$ cat src/sv/kcb_pkg.sv
// ----------------------------------------------------------------------------
// kcb_pkg: shared types and constants of the convolution block
// Field widths, reset values, register indexes and the records passed
// between the front end, the item queue and the compute back end.
// ----------------------------------------------------------------------------
`default_nettype none

package kcb_pkg;

   // defaults for the top level parameters
   localparam int MAX_KERNEL_SIZE_DEF = 9;
   localparam int MAX_WIDTH_DEF       = 1024;
   localparam int COEF_BITS_DEF       = 8;

   localparam int MAX_HEIGHT  = 4096;
   localparam int QUEUE_DEPTH = 2;

   // field and internal widths (sized for the largest parameter values)
   localparam int COL_W      = 12;
   localparam int ROW_W      = 12;
   localparam int SLOT_W     = 4;
   localparam int TAP_W      = 4;
   localparam int RAD_W      = 3;
   localparam int COEF_MAX_W = 16;
   localparam int CIDX_W     = 7;
   localparam int PIX_W      = 8;
   localparam int OUTX_W     = 10;
   localparam int OUTY_W     = 12;
   localparam int FW_W       = 11;
   localparam int FH_W       = 13;
   localparam int BIAS_W     = 16;
   localparam int CSR_IDX_W  = 2;
   localparam int CSR_DAT_W  = 16;

   // register indexes
   localparam logic [CSR_IDX_W-1:0] CSR_FRAME_WIDTH   = 2'd0;
   localparam logic [CSR_IDX_W-1:0] CSR_FRAME_HEIGHT  = 2'd1;
   localparam logic [CSR_IDX_W-1:0] CSR_KERNEL_RADIUS = 2'd2;
   localparam logic [CSR_IDX_W-1:0] CSR_OUTPUT_BIAS   = 2'd3;

   // register reset values
   localparam logic [FW_W-1:0]   FRAME_WIDTH_RST   = 11'd640;
   localparam logic [FH_W-1:0]   FRAME_HEIGHT_RST  = 13'd480;
   localparam logic [RAD_W-1:0]  KERNEL_RADIUS_RST = 3'd4;
   localparam logic [BIAS_W-1:0] OUTPUT_BIAS_RST   = 16'd127;

   // item commands
   localparam logic CMD_PIXEL = 1'b0;
   localparam logic CMD_COEF  = 1'b1;

   // effective frame settings, limits already applied
   typedef struct packed {
      logic [COL_W-1:0]         w_last;
      logic [ROW_W-1:0]         h_last;
      logic [RAD_W-1:0]         radius;
      logic signed [BIAS_W-1:0] bias;
   } cfg_type;

   // one classified item waiting for the back end
   typedef struct packed {
      logic                         cmd;
      logic [PIX_W-1:0]             pixel;
      logic [CIDX_W-1:0]            coef_index;
      logic                         coef_ok;
      logic signed [COEF_MAX_W-1:0] coef_value;
      logic [COL_W-1:0]             x;
      logic [ROW_W-1:0]             y;
      logic [SLOT_W-1:0]            slot_y;
      logic                         emit;
      logic [COL_W-1:0]             cx0;
      logic [COL_W-1:0]             cx1;
      logic [ROW_W-1:0]             ry0;
      logic [ROW_W-1:0]             ry1;
   } qentry_type;

endpackage

`default_nettype wire

$ cat src/sv/kcb_queue.sv
// ----------------------------------------------------------------------------
// kcb_queue: short item queue between front and back end
// A small register queue so intake and computation can stall on their own.
// ----------------------------------------------------------------------------
`default_nettype none

module kcb_queue (
   input  wire                  clock,
   input  wire                  reset,
   input  wire                  push,
   input  kcb_pkg::qentry_type  push_entry,
   input  wire                  pop,
   output kcb_pkg::qentry_type  head,
   output logic                 full,
   output logic                 empty
);

   localparam int DEPTH = kcb_pkg::QUEUE_DEPTH;
   localparam int PTR_W = (DEPTH > 1) ? $clog2(DEPTH) : 1;
   localparam int CNT_W = $clog2(DEPTH + 1);

   kcb_pkg::qentry_type mem_ff [DEPTH];
   logic [PTR_W-1:0]    wr_ptr_ff, wr_ptr_in;
   logic [PTR_W-1:0]    rd_ptr_ff, rd_ptr_in;
   logic [CNT_W-1:0]    count_ff, count_in;

   assign full  = (count_ff == CNT_W'(DEPTH));
   assign empty = (count_ff == '0);
   assign head  = mem_ff[rd_ptr_ff];

   // pointer and fill bookkeeping
   always_comb begin
      wr_ptr_in = wr_ptr_ff;
      rd_ptr_in = rd_ptr_ff;
      count_in  = count_ff;
      if (push) begin
         wr_ptr_in = (wr_ptr_ff == PTR_W'(DEPTH - 1)) ? '0 : wr_ptr_ff + 1'b1;
      end
      if (pop) begin
         rd_ptr_in = (rd_ptr_ff == PTR_W'(DEPTH - 1)) ? '0 : rd_ptr_ff + 1'b1;
      end
      if (push && !pop) begin
         count_in = count_ff + 1'b1;
      end else if (pop && !push) begin
         count_in = count_ff - 1'b1;
      end
   end

   always_ff @(posedge clock) begin
      if (reset) begin
         wr_ptr_ff <= '0;
         rd_ptr_ff <= '0;
         count_ff  <= '0;
      end else begin
         wr_ptr_ff <= wr_ptr_in;
         rd_ptr_ff <= rd_ptr_in;
         count_ff  <= count_in;
      end
   end

   // entry storage
   always_ff @(posedge clock) begin
      if (push) begin
         mem_ff[wr_ptr_ff] <= push_entry;
      end
   end

endmodule

`default_nettype wire

$ cat config.mk
export PLATFORM = sky130hd
export DESIGN_NAME = kcb_queue
export DESIGN_NICKNAME = d
export VERILOG_FILES = /design/src/sv/kcb_pkg.sv /design/src/sv/kcb_queue.sv
export SDC_FILE = /design/constraint.sdc
export NUM_CORES = 1
export LEC_CHECK = 0
export ABC_AREA = 1
export CAP_MARGIN = 15
export CORE_MARGIN = 4
export CORE_UTILIZATION = 42
export CTS_BUF_LIST = sky130_fd_sc_hd__clkbuf_4 sky130_fd_sc_hd__clkbuf_8 sky130_fd_sc_hd__clkbuf_16
export CTS_CLUSTER_SIZE = 24
export DETAILED_ROUTE_END_ITERATION = 8
export DONT_BUFFER_PORTS = 1
export PLACE_DENSITY_LB_ADDON = 0.3
export SKIP_CTS_REPAIR_TIMING = 1
export SYNTH_ARGS = -nofsm -noshare
export SYNTH_HDL_FRONTEND = slang
export SYNTH_SLANG_ARGS = --single-unit
$ cat constraint.sdc
create_clock -name clock -period 6.02 [get_ports clock]
set_clock_uncertainty 0.15 [all_clocks]
set_input_delay 0.602 -clock clock [delete_from_list [all_inputs] [get_ports clock]]
set_output_delay 0.602 -clock clock [all_outputs]
set_load 0.02 [all_outputs]
Word level (Yosys, flattened, before mapping)
Memories as Yosys holds them, arrays and structs flattened. A register that Yosys moved wholly into a read port is not among the register bits.
Index checks and enable logic that the tools add are counted.
{"block": "totals", "ff_bits": 4, "ramBits": 220, "out_inout_bits": 112, "n_memories": 1, "inputBits": 114}
{"memory": "mem_ff", "depth": 2, "width": 110, "rd": 1, "rd_clocked_by_memory_dff": 1, "wr": 1, "line": "kcb_queue.sv:22", "text": "kcb_pkg::qentry_type mem_ff [DEPTH];"}
{"block": "classes", "n_addsub": 4, "muxes": 8, "reduce_logical": 6, "eq_ne": 1}
{"op": "1-bit 2-to-1 mux", "count": 6}
{"op": "2-bit 2-to-1 mux", "count": 2}
{"op": "1-bit adder, second input constant", "count": 2}
{"op": "2-bit by 1-bit adder with 2-bit output, second input constant", "count": 1}
{"op": "2-bit equality test, second input constant", "count": 1}
{"op": "1-bit logical AND", "count": 2}
{"op": "1-bit logical NOT", "count": 2}
{"op": "2-bit logical NOT", "count": 1}
{"op": "2-bit nonzero test", "count": 1}
{"op": "2-bit by 1-bit subtractor with 2-bit output, second input constant", "count": 1}

Logic depth before layout (Yosys ltp)
{"block": "logic_depth", "word_depth": 4, "mapped_depth": 8, "mapped_depth_nobuf": 8}

Least setup slack after synthesis
OpenSTA, ideal clock, no wires.
{"block": "synth_path", "path_kind": "input port to flip-flop", "start": "input push", "end": "memory mem_ff[0][0] (netlist name) (enable)", "n_path_buf": 0, "t_required_ns": 5.287, "t_arrival_ns": 5.245, "cell_stages": 2, "setup_slack_ns": 0.042, "setup_ns": 0.583, "cell_sequence": "inv_1 nor2_1"}
{"block": "synth_between", "elab_chain_cells": 2}
{"item": "start: declaration", "line": "kcb_queue.sv:10", "text": "input wire push,"}
{"item": "1-bit 2-to-1 mux", "line": "kcb_queue.sv:63", "text": "if (push) begin"}
{"item": "1-bit 2-to-1 mux (implied by the code)", "line": "kcb_queue.sv:64", "text": "mem_ff[wr_ptr_ff] <= push_entry;"}
{"item": "end: declaration", "line": "kcb_queue.sv:22"}
No other way between the ends.

==> impl_metrics.tcl <==
set metrics [dict create \
    floorplan.initialDensity_pct 42.8 \
    p_per_area_nw_per_um2 370 \
    diodes 0 \
    combPwrFrac_pct 9.8 \
    dpl_cell_area_um2 8840 \
    finalMaxSlewViolations 0 \
    cp_data_arrival_time_ns 2.45 \
    dp.cells 638 \
    die_h_um 152 \
    cp-end-kind "output pin" \
    grt_start_max_net_pins 68 \
    p_total_mw 3.55 \
    grt_pass1_vias 3357 \
    gp_congestion 0.677 \
    fin_cells 680 \
    nFillCells 1660 \
    min_path_type "input pin to register" \
    drt-pass1-iter-count 4 \
    dpl.hpwl_um 9810 \
    routedWlPerCell_um 21.5 \
    hold_violations 0 \
    internal_power_mw 2.77 \
    die_w_um 152 \
    seqPwrFrac_pct 52.0 \
    grtUsageMet2_pct 19.8 \
    vias 3335 \
    overflow 0 \
    first_iter_violations 109 \
    syn2layout_area_growth_pct 10.7 \
    mostFrequentLayoutCell "edfxtp_1" \
    port_buffers 0 \
    grt_antenna_before_repair 0 \
    irDropWorstVdd_v 0.000237 \
    grt_usage_pct 11.6 \
    gr-usage-met1_pct 12.0 \
    tns_ns 0 \
    syn_area_um2 8660 \
    clockBufferDepth 3 \
    postRouteAntennaNets 0 \
    cts.sinks 225 \
    ys_warn_count 0 \
    final.min_clock_period_ns 3.20 \
    status "complete, no violations" \
    grtUsageMet3_pct 6.69 \
    nets 510 \
    clkSlewWorstSetupHoldPaths_ns 0.06 \
    cts_buffers 24 \
    synthesis.nets 490 \
    drc 0 \
    final-setup-viol-count 0 \
    mostFrequentLayoutCells "edfxtp_1 (220), mux2_4 (100), clkbuf_16 (25), mux2_2 (10), inv_1 (8)" \
    yosysSeqAreaShare_pct 77.4 \
    cts_tree "built" \
    worst-setup-path-type "register to output pin" \
    setup_ws_ns 2.82 \
    synthCells 375 \
    max_freq_ghz 0.312 \
    clk_latency_ns 0.49 \
    htree_levels 1 \
    avgSynthCellArea_um2 23.1 \
    wl_um 14600 \
    die_area_um2 23000 \
    top_usage_layer "met2" \
    clock-root-buffer "clkbuf_16" \
    tightestPinTransition_ns 0.926 \
    p_sw_uw 779 \
    rows 52 \
    pre_cts_slack_ns 3.30 \
    core-area_um2 20200 \
    critPathLaunchType "register" \
    ys_ff_latch 225 \
    fin_area_um2 9590 \
    power.share.clock_pct 38.2 \
    p_leak_nw 3.38 \
    cp_max_fo 39 \
    drive_gt1_share_pct 37.8 \
    max_slew_margin_pct 38.3 \
    finish.utilization_pct 47.4 \
    ios 226 \
    crit_required_ns 5.27 \
    drv_cap 0 \
    p_sw_share_pct 21.9 \
    synth.distinct_cells 17 \
    grt_setup_unrepaired "no" \
    viasPerCell 4.90 \
    finalCritPeriodShare_pct 53.2 \
    grt_pass1_wl_um 20100 \
    hold-worst-slack_ns 0.0292 \
]
-- Yosys cell counts --
cell,number,area share [%]
edfxtp_1,220,76
mux2_4,100,17
buf_12,10,2.3
mux2_2,10,1.3
inv_1,9,0.39
nor2_1,7,0.30
dfxtp_1,5,1.2
nand2_1,5,0.22
a21oi_1,1,0.058
buf_2,1,0.058
buf_6,1,0.13
ha_1,1,0.14
nand3_1,1,0.058
nand4_1,1,0.072
nor3_1,1,0.058
o21ai_0,1,0.058
xnor2_1,1,0.10
-- power by group through the flow --
stage / Combinational, mW / Clock (mW) / Sequential [mW]
3_3_place_gp: 0.349 / 0 / 1.88
5_1_grt: 0.366 / 1.46 / 1.86
3_5_place_dp: 0.355 / 0 / 1.88
6_report: 0.347 / 1.36 / 1.85
4_1_cts: 0.355 / 1.41 / 1.85
2_1_floorplan: 0.339 / 0 / 1.87
-- final timing paths --
check / to / depth (start not counted) / startpoint / slack, ns
max: head[107] / 2 / register / 2.82
min: wr_ptr_ff / 1 / reset / 0.03
max reg2reg: mem_ff[1][61] / 3 / wr_ptr_ff / 3.65
min reg2reg: rd_ptr_ff / 2 / rd_ptr_ff / 0.36
-- logic make-up (layout without fill, tap and decap cells) --
logic type                 after synthesis  count (layout)  synth area share, %
xor gates and xnor gates                 1               1                0.101
and+or+nand+nor                         15              15                0.708
AOI/OAI and AO/OA                        2               2                0.115
buffers and inverters                   21              56                 2.89
DFF                                    225             225                 77.4
adders and majority gates                1               1                0.144
muxes                                  110             110                 18.6
-- state kept, by name, indices dropped and copies added, names as in the netlist, named ones only --
| signal | cells |
|---|---|
| count_ff | 2 |
| mem_ff | 220 |
| rd_ptr_ff | 1 |
| wr_ptr_ff | 1 |
-- layout make-up --
type	instances	area [µm²]	share of cell area, %
clock inverter	10	75.1	0.783
multi-input combinational	129	1710	17.9
sequential	225	6710	70.0
timing repair buffer	6	47.5	0.496
tap	270	338	3.52
clock buffer	31	671	6.99
inverter	9	36.3	0.378
-- worst max-delay path, stage by stage, from the launching register on --
cell and delay (ns):
dfxtp_4 0.71, buf_4 0.69, mux2_2 0.47
-- metal layers --
metal / wire length [µm] / vias up
met4: 258 / 0
li1: - / 1508
met5: 0 / -
met2: 7490 / 151
met3: 2080 / 20
met1: 4820 / 1656
Power figures use the tool's default switching activity.
