`config.mk`:
```
export PLATFORM = sky130hd
export DESIGN_NAME = kcb_front
export DESIGN_NICKNAME = d
export VERILOG_FILES = /design/src/sv/kcb_pkg.sv /design/src/sv/kcb_front.sv
export SDC_FILE = /design/constraint.sdc
export NUM_CORES = 1
export LEC_CHECK = 0
export ABC_AREA = 1
export BUFFER_PORTS_ARGS = -buffer_cell sky130_fd_sc_hd__clkbuf_2
export CORE_MARGIN = 2
export CORE_UTILIZATION = 40
export DETAILED_ROUTE_END_ITERATION = 7
export PLACE_DENSITY = 0.69
export SYNTH_ARGS = -nofsm -noshare
export SYNTH_HDL_FRONTEND = slang
export SYNTH_SLANG_ARGS = --single-unit
```
`constraint.sdc`:
```
create_clock -name clock -period 14.8 [get_ports clock]
set_clock_uncertainty 0.15 [all_clocks]
set_input_delay 2.22 -clock clock [delete_from_list [all_inputs] [get_ports clock]]
set_output_delay 2.22 -clock clock [all_outputs]
set_load 0.03 [all_outputs]
```
`src/sv/kcb_pkg.sv`:
```
// ----------------------------------------------------------------------------
// kcb_pkg: shared types and constants of the convolution block
// Field widths, reset values, register indexes and the records passed
// between the front end, the item queue and the compute back end.
// ----------------------------------------------------------------------------
`default_nettype none

package kcb_pkg;

   // defaults for the top level parameters
   localparam int MAX_KERNEL_SIZE_DEF = 9;
   localparam int MAX_WIDTH_DEF       = 1024;
   localparam int COEF_BITS_DEF       = 8;

   localparam int MAX_HEIGHT  = 4096;
   localparam int QUEUE_DEPTH = 2;

   // field and internal widths (sized for the largest parameter values)
   localparam int COL_W      = 12;
   localparam int ROW_W      = 12;
   localparam int SLOT_W     = 4;
   localparam int TAP_W      = 4;
   localparam int RAD_W      = 3;
   localparam int COEF_MAX_W = 16;
   localparam int CIDX_W     = 7;
   localparam int PIX_W      = 8;
   localparam int OUTX_W     = 10;
   localparam int OUTY_W     = 12;
   localparam int FW_W       = 11;
   localparam int FH_W       = 13;
   localparam int BIAS_W     = 16;
   localparam int CSR_IDX_W  = 2;
   localparam int CSR_DAT_W  = 16;

   // register indexes
   localparam logic [CSR_IDX_W-1:0] CSR_FRAME_WIDTH   = 2'd0;
   localparam logic [CSR_IDX_W-1:0] CSR_FRAME_HEIGHT  = 2'd1;
   localparam logic [CSR_IDX_W-1:0] CSR_KERNEL_RADIUS = 2'd2;
   localparam logic [CSR_IDX_W-1:0] CSR_OUTPUT_BIAS   = 2'd3;

   // register reset values
   localparam logic [FW_W-1:0]   FRAME_WIDTH_RST   = 11'd640;
   localparam logic [FH_W-1:0]   FRAME_HEIGHT_RST  = 13'd480;
   localparam logic [RAD_W-1:0]  KERNEL_RADIUS_RST = 3'd4;
   localparam logic [BIAS_W-1:0] OUTPUT_BIAS_RST   = 16'd127;

   // item commands
   localparam logic CMD_PIXEL = 1'b0;
   localparam logic CMD_COEF  = 1'b1;

   // effective frame settings, limits already applied
   typedef struct packed {
      logic [COL_W-1:0]         w_last;
      logic [ROW_W-1:0]         h_last;
      logic [RAD_W-1:0]         radius;
      logic signed [BIAS_W-1:0] bias;
   } cfg_type;

   // one classified item waiting for the back end
   typedef struct packed {
      logic                         cmd;
      logic [PIX_W-1:0]             pixel;
      logic [CIDX_W-1:0]            coef_index;
      logic                         coef_ok;
      logic signed [COEF_MAX_W-1:0] coef_value;
      logic [COL_W-1:0]             x;
      logic [ROW_W-1:0]             y;
      logic [SLOT_W-1:0]            slot_y;
      logic                         emit;
      logic [COL_W-1:0]             cx0;
      logic [COL_W-1:0]             cx1;
      logic [ROW_W-1:0]             ry0;
      logic [ROW_W-1:0]             ry1;
   } qentry_type;

endpackage

`default_nettype wire

```
`src/sv/kcb_front.sv`:
```
// ----------------------------------------------------------------------------
// kcb_front: item intake and classification
// Tracks the raster position, works out the line buffer slot and the span
// of results each pixel releases, and pushes the item into the queue.
// ----------------------------------------------------------------------------
`default_nettype none

module kcb_front #(
   parameter int MAX_KERNEL_SIZE = kcb_pkg::MAX_KERNEL_SIZE_DEF,
   parameter int COEF_BITS       = kcb_pkg::COEF_BITS_DEF
) (
   input  wire                             clock,
   input  wire                             reset,
   input  wire                             req_valid,
   output logic                            req_ready,
   input  wire                             req_cmd,
   input  wire [kcb_pkg::PIX_W-1:0]        req_pixel_value,
   input  wire [kcb_pkg::CIDX_W-1:0]       req_coef_index,
   input  wire [COEF_BITS-1:0]             req_coef_value,
   input  kcb_pkg::cfg_type                cfg,
   input  wire                             q_full,
   output logic                            q_push,
   output kcb_pkg::qentry_type             q_entry
);

   localparam int K     = MAX_KERNEL_SIZE;
   localparam int RECIP = 65536 / MAX_KERNEL_SIZE;

   logic [kcb_pkg::COL_W-1:0] col_ff, col_in;
   logic [kcb_pkg::ROW_W-1:0] row_ff, row_in;
   logic [kcb_pkg::COL_W-1:0] x;
   logic [kcb_pkg::ROW_W-1:0] y;
   logic [kcb_pkg::COL_W-1:0] r_col;
   logic [kcb_pkg::ROW_W-1:0] r_row;
   logic                      x_end, y_end;

   // row modulo kernel size: reciprocal multiply and one correction
   function automatic logic [kcb_pkg::SLOT_W-1:0] mod_k(input logic [kcb_pkg::ROW_W-1:0] v);
      int q;
      int rem;
      q   = (int'(v) * RECIP) >>> 16;
      rem = int'(v) - q * K;
      if (rem >= K) begin
         rem = rem - K;
      end
      return kcb_pkg::SLOT_W'(rem);
   endfunction

   assign req_ready = !q_full;
   assign q_push    = req_valid && req_ready;

   // position, saturated into the current frame
   always_comb begin
      x     = (col_ff > cfg.w_last) ? cfg.w_last : col_ff;
      y     = (row_ff > cfg.h_last) ? cfg.h_last : row_ff;
      r_col = kcb_pkg::COL_W'(cfg.radius);
      r_row = kcb_pkg::ROW_W'(cfg.radius);
      x_end = (x == cfg.w_last);
      y_end = (y == cfg.h_last);
   end

   // classify the item
   always_comb begin
      q_entry            = '0;
      q_entry.cmd        = req_cmd;
      q_entry.pixel      = req_pixel_value;
      q_entry.coef_index = req_coef_index;
      q_entry.coef_ok    = (int'(req_coef_index) < K * K);
      q_entry.coef_value = kcb_pkg::COEF_MAX_W'($signed(req_coef_value));
      q_entry.x          = x;
      q_entry.y          = y;
      q_entry.slot_y     = mod_k(y);
      q_entry.emit       = (x_end || x >= r_col) && (y_end || y >= r_row);
      if (x_end) begin
         q_entry.cx0 = (x >= r_col) ? x - r_col : '0;
         q_entry.cx1 = cfg.w_last;
      end else begin
         q_entry.cx0 = x - r_col;
         q_entry.cx1 = x - r_col;
      end
      if (y_end) begin
         q_entry.ry0 = (y >= r_row) ? y - r_row : '0;
         q_entry.ry1 = cfg.h_last;
      end else begin
         q_entry.ry0 = y - r_row;
         q_entry.ry1 = y - r_row;
      end
   end

   // raster counters advance on pixel items only
   always_comb begin
      col_in = col_ff;
      row_in = row_ff;
      if (q_push && req_cmd == kcb_pkg::CMD_PIXEL) begin
         if (x_end) begin
            col_in = '0;
            row_in = y_end ? '0 : y + 1'b1;
         end else begin
            col_in = x + 1'b1;
            row_in = y;
         end
      end
   end

   always_ff @(posedge clock) begin
      if (reset) begin
         col_ff <= '0;
         row_ff <= '0;
      end else begin
         col_ff <= col_in;
         row_ff <= row_in;
      end
   end

endmodule

`default_nettype wire

```
* After elaboration in Yosys (flattened, before gate mapping)
Cells that the tools add are included.
** Storage, ports and cells
- Bits in registers :: 24
- Input port bits :: 71
- Logic and storage cells :: 35
** Operators by class
- Add/subtract/negate cells :: 6
- Multiply operators :: 2
- $lt $le $gt $ge :: 6
- Eq/ne operators :: 2
- Multiplexer cells :: 10
- Bitwise logic cells :: 1
- Reductions and logical operators :: 6
** Operator list (number)
- 12-bit two-way mux :: 7
- 24-bit two-way mux :: 2
- 12-bit by 13-bit multiplier with 25-bit output, second input constant :: 1
- 12-bit by 1-bit adder with 12-bit output, second input constant :: 2
- 12-bit == test :: 2
- 12-bit by 3-bit greater-or-equal comparator with 1-bit output :: 2
- 12-bit greater-than comparator :: 2
- 12-bit by 3-bit subtractor with 12-bit output :: 2
- 14-bit by 5-bit greater-or-equal comparator with 1-bit output, second input constant :: 1
- 12-bit by 13-bit subtractor with 14-bit output :: 1
- 9-bit by 4-bit multiplier with 13-bit output, second input constant :: 1
- 7-bit less-than comparator, second input constant :: 1
- 4-bit two-way mux :: 1
- 4-bit subtractor, second input constant :: 1
- 1-bit logical AND :: 3
- 1-bit logical OR :: 2
- 1-bit zero test :: 1
- 1-bit inverter :: 1

* Depth between registers and ports, before layout
- Depth after elaboration :: 7
- Gate-level depth with buffers :: 52
- Mapped depth without buffers :: 52

* Worst setup path after synthesis
No wires, ideal clock.
- Path type :: input port to output port
- Start :: input cfg[30] (netlist bit)
- End :: output q_entry[51] (netlist bit)
- Data arrival time :: 10.310 ns
- Data required time :: 12.430 ns
- Setup slack :: 2.120 ns
- Cell stages on the path :: 46
- Path buffers :: 1
- Cells stage by stage :: inv_1 -> ha_1 -> nand2_1 -> inv_2 -> nand2_2 -> nor2_1 -> nand2_1 -> nand3_4 -> nand2_4 -> buf_6 -> o21ai_2 -> ha_1 -> ha_1 -> ha_1 -> inv_1 -> fa_1 -> inv_1 -> fa_1 -> [10 not listed] -> fa_1 -> inv_1 -> ha_1 -> nand2_1 -> inv_1 -> a21boi_0 -> nor2_1 -> nor2_1 -> xnor2_1 -> nor2_1 -> nand3_1 -> nor2_1 -> nand3_1 -> nor2_1 -> nand2_1 -> nand2_2 -> nand2_1 -> nand2_1
** RTL lines
- from (decl) :: RTL line kcb_front.sv:20 : input kcb_pkg::cfg_type cfg,
- to (decl) :: RTL line kcb_front.sv:23 : output kcb_pkg::qentry_type q_entry

==> flow_summary.json <==
{
  "maxCapViolCount": 0,
  "clock_latency_ns": 0.26,
  "syn-num-nets": 1490,
  "post_cts_buffers": 0,
  "yosysWarningCount": 0,
  "cts_root_buffer": "clkbuf_16",
  "htreeDepth": 1,
  "gp_congestion": 0.901,
  "grtUsageTotal_pct": 20.6,
  "switchingPower_w": 0.0000859,
  "switching_share_pct": 37.3,
  "clk_pin_slew_ns": 0.07,
  "comb_power_share_pct": 37.4,
  "ioPinCount": 183,
  "async_flop_share_pct": 0,
  "leakage_nw": 5.22,
  "start_util_pct": 41.1,
  "maxSlewViolCount": 0,
  "fin_crit_ns": 13.77,
  "p_clk_share_pct": 34.4,
  "total_power_w": 0.000230,
  "setup_viol": 0,
  "slew_headroom_pct": 47.5,
  "drtAntennaViolNets": 0,
  "hpwl_um": 18600,
  "drc_errors": 0,
  "antenna_found_initial": 0,
  "synth.top_cells.by_area": "ha_1 (21%), nand2_1 (15%), fa_1 (11%), inv_1 (9.7%), dfxtp_1 (6.0%)",
  "ys_seq_area_share_pct": 5.96,
  "crit_path_max_fanout": 37,
  "num_vias": 7861,
  "grt_pass1_vias": 7518,
  "max_stage_delay_ns": 0.58,
  "cts.sinks": 24,
  "cts-buffers-inserted": 3,
  "clockBufferDepth": 2,
  "rsz0062_at_grt": "false",
  "final_common_cell": "nand2_1",
  "ctsResizeCount": 0,
  "finalNetCount": 1571,
  "synth_area_um2": 8060,
  "area_delta_synth_final_pct": 8.76,
  "fin_crit_sh_pct": 93.1,
  "fmax_ghz": 0.0726,
  "synth_edf_count": 0,
  "synth_area_leader_cell": "ha_1",
  "wl_um": 22000,
  "drive_gt1_share_pct": 14.9,
  "tns_ns": 0,
  "cp.required_ns": 12.43,
  "grt-ovfl-total": 0,
  "fp.dieH_um": 146,
  "io_buffers": 126,
  "grt_max_degree": 43,
  "power_density_nw_per_um2": 26.3,
  "rows": 51,
  "netlist.area_leader.share_pct": 20.7,
  "yosysUniqueCellTypes": 51,
  "via_per_inst": 4.95,
  "synthFlopType": "dfxtp_1",
  "status": "finished, final reports clean",
  "cp_common_cell": "inv_1",
  "holdCritPathClass": "register to register",
  "fp.dieW_um": 146,
  "wl_per_cell_um": 13.9,
  "first_pass_iters": 7,
  "cp_data_arrival_time_ns": 11.40,
  "end_kind": "output port",
  "tritoncts": "yes",
  "die_area_um2": 21300,
  "drt_iter0_markers": 383,
  "start_kind": "primary input",
  "regArea_um2": 480,
  "synthCells": 1242,
  "p_int_w": 0.000144,
  "cts-hold-fix-buffers": 0,
  "path_class": "primary input to output port",
  "grt_pass1_wl_um": 36400,
  "synth-seq-cells": 24,
  "pwr-share-seq_pct": 28.2,
  "postLayoutCoreUtil_pct": 44.7,
  "avgSynthCellArea_um2": 6.49,
  "coreArea_um2": 19600,
  "ir_worst_vdd_v": 0.0000341,
  "multiInputGateArea_um2": 6350,
  "fillCellCount": 2068,
  "worst_slew_pin_slew_ns": 0.783,
  "hold_viol": 0,
  "cp_slowest_cell": "fa_1",
  "mostFrequentLayoutCells": "nand2_1 (324), inv_1 (209), ha_1 (133), clkbuf_2 (126), nand3_1 (91)",
  "antennaDiodeCount": 0
}
-- cell usage after synthesis (6+ instances only) --
master,count
o21ai_0,32
buf_6,7
a21oi_1,65
nand2_2,12
xor2_1,28
inv_2,9
nor2_2,6
buf_2,7
ha_1,133
dfxtp_1,24
nand4_1,11
fa_1,44
nor3_1,7
nand2_1,324
nand3b_1,10
o21ai_2,10
a31oi_1,8
o21ai_1,20
inv_1,209
buf_4,35
nor2_1,83
nand3_1,91
xnor2_1,9
clkbuf_1,6
-- stage by stage --
stage / area, µm² / hold WS, ns / instances / worst slack [ns]
global route: 8760 / 0.376 / 1587 / 0.181
CTS: 8760 / 0.354 / 1587 / 0.990
floorplan: 8060 / 0.309 / 1242 / 2.12
finish: 8760 / 0.358 / 1587 / 1.03
global placement: 8660 / 0.333 / 1583 / 1.10
detailed placement: 8660 / 0.342 / 1583 / 1.00
-- power groups by stage --
| stage | Sequential, W | Combinational, W | Clock, W |
|---|---|---|---|
| 6_report | 0.0000649 | 0.0000862 | 0.0000790 |
| 4_1_cts | 0.0000649 | 0.0000864 | 0.0000795 |
| 2_1_floorplan | 0.0000663 | 0.0000724 | 0 |
| 5_1_grt | 0.0000649 | 0.0000939 | 0.0000825 |
| 3_5_place_dp | 0.0000664 | 0.0000860 | 0 |
| 3_3_place_gp | 0.0000664 | 0.0000854 | 0 |
-- registers in the layout, indices dropped and copies added (netlist names) --
name    flops
row_ff     12
col_ff     12
-- area by class of cell --
class | instances | share of cell area [%]
Multi-Input combinational cell | 944 | 72.5
Inverter | 219 | 9.38
Timing Repair Buffer | 131 | 7.63
Sequential cell | 24 | 5.48
Tap cell | 265 | 3.78
Clock buffer | 3 | 0.857
Clock inverter | 1 | 0.343
-- kinds of logic (layout without fill, tap and decap cells) --
group / Yosys count / after routing / share of synthesized area [%]
simple gates: 572 / 572 / 31.7
xor+xnor: 38 / 38 / 4.23
flops: 24 / 24 / 5.96
buf+inv: 274 / 354 / 15.2
compound gates: 156 / 156 / 11.2
fa+ha+maj: 177 / 177 / 31.6
mux: 1 / 1 / 0.124
-- path summary, 6_finish.rpt --
path | from | to | slack, ns | depth (start not counted)
worst min-delay path | col_ff[0] | col_ff[0] | 0.36 | 2
worst max-delay path | cfg[30] | q_entry[51] | 1.03 | 46
worst max register to register | row_ff[9] | row_ff[11] | 10.84 | 21
worst min register to register | col_ff[0] | col_ff[0] | 0.36 | 2
-- worst max-delay path: cells and delay by family --
| family | cells | cell delay (ns) |
|---|---|---|
| fa+ha+maj | 10 | 4.22 |
| simple gates | 18 | 2.60 |
| compound gates | 6 | 1.09 |
| buf+inv | 10 | 0.97 |
| xor+xnor | 2 | 0.27 |
-- layer usage --
metal / GRT usage [%] / vias up / wire, µm
li1: - / 4086 / -
met1: 26.4 / 3530 / 9860
met2: 36.7 / 206 / 10500
met3: 2.01 / 39 / 1060
met4: 5.98 / 0 / 573
met5: 0 / - / 0
Power figures use the tool's default switching activity.
